===== src/design/knn_pkg.sv =====
// Shared types and constants for the k-th nearest neighbor tracker.
// No dependencies.
package knn_pkg;

	localparam int SQ_W   = 34;
	localparam int ROOT_W = 17;
	localparam int CNT_W  = 7;
	localparam int ID_W   = 16;

	localparam logic [SQ_W-1:0] SQ_MAX = {SQ_W{1'b1}};

	localparam logic [1:0] ST_OK       = 2'd0;
	localparam logic [1:0] ST_FULL     = 2'd1;
	localparam logic [1:0] ST_NOTFOUND = 2'd2;

	localparam logic [2:0] REG_K_RANK = 3'd0;
	localparam logic [2:0] REG_OWN_X0 = 3'd1;
	localparam logic [2:0] REG_OWN_X3 = 3'd4;

	localparam logic OP_ADD = 1'b0;

	typedef enum logic [3:0] {
		S_IDLE,
		S_DIST,
		S_SCAN,
		S_SHIFT,
		S_PLACE,
		S_TRACK,
		S_TRACK_RD,
		S_ROOT,
		S_OUT
	} seq_state_t;

endpackage


===== src/design/knn_sqrt.sv =====
// Iterative floor square root, one result bit per step, one step a cycle.
// Depends on knn_pkg.
module knn_sqrt
	import knn_pkg::*;
(
	input  logic              clk,
	input  logic              arst_n,
	input  logic              start,
	input  logic [SQ_W-1:0]   value,
	output logic              done,
	output logic [ROOT_W-1:0] root
);

	logic [SQ_W+1:0] rem_q;
	logic [SQ_W+1:0] res_q;
	logic [SQ_W+1:0] bit_q;
	logic            busy_q;
	logic [SQ_W+1:0] trial;

	assign trial = res_q + bit_q;
	assign done  = busy_q && (bit_q == '0);
	assign root  = res_q[ROOT_W-1:0];

	// Run the shift-subtract recurrence, one bit pair per cycle
	always_ff @(posedge clk or negedge arst_n) begin
		if (!arst_n) begin
			busy_q <= 1'b0;
		end else if (start) begin
			busy_q <= 1'b1;
		end else if (done) begin
			busy_q <= 1'b0;
		end
	end

	always_ff @(posedge clk) begin
		if (start) begin
			rem_q <= {2'b00, value};
			res_q <= '0;
			bit_q <= {2'b01, {SQ_W{1'b0}}};
		end else if (busy_q && bit_q != '0) begin
			if (rem_q >= trial) begin
				rem_q <= rem_q - trial;
				res_q <= (res_q >> 1) + bit_q;
			end else begin
				res_q <= res_q >> 1;
			end
			bit_q <= bit_q >> 2;
		end
	end

endmodule


===== config.mk =====
export PLATFORM = sky130hd
export DESIGN_NAME = knn_sqrt
export DESIGN_NICKNAME = d
export VERILOG_FILES = /design/src/design/knn_pkg.sv /design/src/design/knn_sqrt.sv
export SDC_FILE = /design/constraint.sdc
export NUM_CORES = 1
export LEC_CHECK = 0
export CAP_MARGIN = 20
export CORE_MARGIN = 2
export CORE_UTILIZATION = 35
export CTS_CLUSTER_DIAMETER = 120
export DETAILED_ROUTE_END_ITERATION = 7
export DONT_BUFFER_PORTS = 1
export SYNTH_ARGS = -nofsm -noshare
export SYNTH_HDL_FRONTEND = slang
export SYNTH_SLANG_ARGS = --single-unit

===== constraint.sdc =====
create_clock -name clk -period 6.7 [get_ports clk]
set_input_delay 0.335 -clock clk [delete_from_list [all_inputs] [get_ports clk]]
set_output_delay 0.335 -clock clk [all_outputs]
set_load 0.005 [all_outputs]

# Word-level counts from Yosys, hierarchy flattened
# Cells that the tools add are included.
# word_totals
reg_bits	91
input_bits	37
output_inout_bits	18
word_cells	24
# op_classes
n_addsub	3
order_cmp	1
muxes	6
reduce_logical	9
# op_table
cell	n
2-to-1 mux 34 bit	3
adder 35 x 35 -> 36 bit	1
adder 36 x 35 -> 36 bit	1
greater-or-equal comparator 36 bit	1
logical NOT 36 bit	1
2-to-1 mux 36 bit	1
nonzero test 36 bit	1
subtractor 36 bit	1
nonzero test 2 bit	3
AND reduction 2 bit	2
logical AND 1 bit	2
2-to-1 mux 1 bit	2

# Longest topological paths before layout
# depth
depth_word	5
ltp_mapped	24
ltp_nobuf	21

# Worst setup path after synthesis
# No wires, ideal clock.
# synth_timing
path_kind	register -> register
startpoint	reg res_q[10]
endpoint	reg rem_q[0], enable pin
setup_time_ps	472
arrival_time_ps	6194
t_required_ps	6228
slack_ps	34
stages_incl_launch_ff	21
path_buffers	3
synth_period_minus_slack_ps	6666
path_cell_list	dfxtp_1 -> ha_1 -> nand4_1 -> or2_2 -> o21ai_1 -> a21oi_1 -> o41ai_2 -> nor2b_1 -> o21ba_2 -> o21ai_1 -> xor2_1 -> ha_1 -> clkbuf_1 -> nand4_1 -> nor2_1 -> a2bb2oi_1 -> a31oi_1 -> o31ai_2 -> buf_2 -> buf_2 -> o21ai_0
# synth_between
elab_chain_cells	4
# synth_rtl
item	line	rtl
start: declaration	knn_sqrt.sv:15	logic [SQ_W+1:0] res_q;
start signal: assignment	knn_sqrt.sv:43	res_q <= (res_q >> 1) + bit_q;
start signal: assignment	knn_sqrt.sv:45	res_q <= res_q >> 1;
adder 36 x 35 -> 36 bit	knn_sqrt.sv:20	assign trial = res_q + bit_q;
greater-or-equal comparator 36 bit	knn_sqrt.sv:41	if (rem_q >= trial) begin
nonzero test 2 bit (no line)	--	
AND reduction 2 bit (no line)	--	
end signal: assignment	knn_sqrt.sv:37	rem_q <= {2'b00, value};
end signal: assignment	knn_sqrt.sv:42	rem_q <= rem_q - trial;
end: declaration	knn_sqrt.sv:14	logic [SQ_W+1:0] rem_q;
# Every way passes these cells.
# A chain may end at the register's enable or synchronous reset.

# Final worst setup path
# layout_timing
startpoint	reg res_q[10]
endpoint	reg rem_q[12], enable pin
# Same word-level chain as after synthesis.

==> results.toml <==
[outcome]
status = "finished clean"

[sta]
finalHoldViolations = 0
setup_viol = 0
relSlewSlack_pct = 38.0
rsz0062_at_grt = "false"
period_needed_ns = 5.23
post-route-period-util_pct = 78.0
worstMarginPinSlew_ns = 0.928
clock_skew_ns = 0.0115
tns_ns = 0
finalWorstSetupSlack_ns = 1.47
slew_violations = 0
fmax_ghz = 0.191

[floorplanning]
io_pins = 55
start_util_pct = 35.5
coreArea_um2 = 22600
die_w_um = 155
die_h_um = 155
die_area_um2 = 24100
rows = 55

[critical_path]
critPathArrivalTime_ns = 5.26
critPathMaxFanout = 20
start_kind = "flip-flop"
required_ns = 6.73
critical_path_class = "reg -> reg"
r2r.worst_path.cells = 18
endpoint_kind = "flip-flop"

[finish]
area.growth.synth_to_final_pct = 4.78
final_core_util_pct = 37.2
multi_input_area_um2 = 5390
drive_gt1_share_pct = 5.13
final_cell_mix = "nand2_1, a21oi_1, o21ai_0"
num_antenna_cells = 0
layout_commonest_cell = "nand2_1"
register_area_um2 = 2170
fin_nets = 1082
n_fill_cell = 2379

[detailed_routing]
drt_wl_total_um = 21100
drt-pass1-iter-count = 5
drt_iter0_markers = 460
post_drt_via_cell_ratio = 5.66
ant_nets = 0
routedWlPerCell_um = 16.8
route.detailed.drc = 0
vias = 7131

[place]
gp_congestion = 0.828
place_hpwl_um = 15500
dpl_worst_slack_ns = 1.45
port_buffers = 0

[yosys]
synth-async-reset-ratio_pct = 1.10
seq_area_frac_synth_pct = 27.1
yosys_warnings = 0
synth-main-ff-cell = "dfxtp_1"
ys_ff_latch = 91
ys_types = 73
synth_edf_count = 34
synth_nets = 1132
avgSynthCellArea_um2 = 7.85
synth_area_um2 = 8010
netlist_instances = 1020

[clocking]
clock-sinks = 91
cts-root-buf = "clkbuf_16"
cts_resized = 0
ctsLongestPathBuffers = 2
numCtsBuffers = 9
cts_setup_buffers = 0
htreeDepth = 3
clk_latency_ns = 0.36
hold_buffers = 1
cts_tree = "built"
path_clk_slew_ns = 0.07

[worst_hold_path]
hold_path_depth = 1
hold_path.class = "in -> reg"

[power_and_ir_drop]
clkPwrFrac_pct = 11.7
p_sw_w = 0.00235
ir_drop_uv = 317
comb_power_share_pct = 64.1
swShare_pct = 49.7
power.total_w = 0.00472
seqPwrFrac_pct = 24.2
p_leak_nw = 3.09
pwr_density_cell_nw_per_um2 = 562
internal_power_w = 0.00237

[global_route]
grt_antenna_before_repair = 0
grt_pass1_wl_um = 34200
grt_pass1_vias = 6728
grtUsageTotal_pct = 17.7
grt_overflow = 0
grt_start_max_net_pins = 113

[run]
max_cap_viol_count = 0
==> synth_stat cells (3+ instances only) <==
master	number	area, um2
o21bai_1	5	37.5
o21ai_0	99	495
ha_1	74	926
xor2_1	28	245
mux2i_1	16	160
buf_2	8	40.0
a21oi_1	99	495
nand2b_1	6	37.5
nor4_1	8	50.1
o32ai_1	4	35.0
clkbuf_1	34	128
a41oi_1	3	26.3
or3_1	7	43.8
and3_1	10	62.6
o31ai_1	5	37.5
a211oi_1	13	97.6
o31a_1	3	26.3
nor3_1	11	55.1
edfxtp_1	34	1020
o21ai_1	3	15.0
a21o_1	15	113
and2_1	5	31.3
xnor2_1	49	429
dfxtp_1	56	1120
o21ba_2	3	30.0
o21a_1	6	45.0
o2111ai_1	4	35.0
inv_1	33	124
buf_4	20	150
or2_2	4	25.0
nand4_1	19	119
a221oi_1	9	78.8
nor2_1	76	285
a311oi_1	5	43.8
nor2b_1	15	93.8
nand2_1	142	533
a31oi_1	31	194
nand3_1	14	70.1
==> sequential cells by signal, summed over array words and instances (netlist names) <==
name and flops:
busy_q 1, rem_q 36, bit_q 18, res_q 36
==> logic make-up after synthesis <==
group	after synthesis	synth area share, %
flip-flops	91	27.1
XOR/XNOR	77	8.42
AND/OR/NAND/NOR	333	19.2
buffers and inverters	99	6.00
adder cells (fa/ha/maj)	75	11.8
multiplexers	18	2.28
AO/OA/AOI/OAI	327	25.2
==> stage by stage <==
stage	std cells	hold WS [ns]	area [um2]
floorplan	1020	0.0394	8010
global placement	1243	0.0395	8070
detailed placement	1243	0.0395	8070
CTS	1260	0.0403	8390
global route	1260	0.0708	8390
finish	1260	0.0640	8390
==> power groups by stage <==
stage | clock [W] | sequential (W) | combinational (W)
2_1_floorplan | 0 | 0.00103 | 0.00255
6_report | 0.000551 | 0.00114 | 0.00303
5_1_grt | 0.000585 | 0.00117 | 0.00342
4_1_cts | 0.000564 | 0.00114 | 0.00303
3_5_place_dp | 0 | 0.00115 | 0.00301
3_3_place_gp | 0 | 0.00115 | 0.00299
==> worst max-delay path, cell delays in order (launching register included) <==
cell and delay, ns:
dfxtp_1 0.41, ha_1 0.38, nand4_1 0.18, or2_2 0.34, o21ai_1 0.27, a21oi_1 0.17, o41ai_2 0.38, nor2b_1 0.22
o21ba_2 0.14, o21ai_1 0.06, xor2_1 0.17, ha_1 0.40, nand4_1 0.20, nor2_1 0.17, a2bb2oi_1 0.10, a31oi_1 0.29
o31ai_4 0.13, o21ai_4 0.46, buf_4 0.39
==> worst paths after layout <==
check                                        from                endpoint  slack, ns
max                        res_q[10]$_SDFFE_PP0P_     rem_q[12]$_DFFE_PP_       1.47
min                                         start  res_q[35]$_SDFFE_PP0P_       0.06
max reg2reg                res_q[10]$_SDFFE_PP0P_     rem_q[12]$_DFFE_PP_       1.47
min reg2reg                res_q[35]$_SDFFE_PP0P_  res_q[35]$_SDFFE_PP0P_       0.51
max in group asynchronous                  arst_n      busy_q$_DFFE_PN0P_       6.41
min in group asynchronous                  arst_n      busy_q$_DFFE_PN0P_       0.18
==> final cells by class <==
cell class	count	area share, %
multi-input combinational	830	64.3
sequential	91	25.8
tap	285	4.25
clock buffer	11	3.01
inverter	33	1.48
clock inverter	5	0.701
timing repair buffer	5	0.477
==> metal layers <==
layer	vias up	wire (um)	track usage, %
met3	22	1030	3.23
met2	158	10100	31.2
met4	0	374	5.11
li1	3607	-	-
met5	-	0	0
met1	3344	9640	22.2
Note: power is estimated with default switching activity, not from simulation.
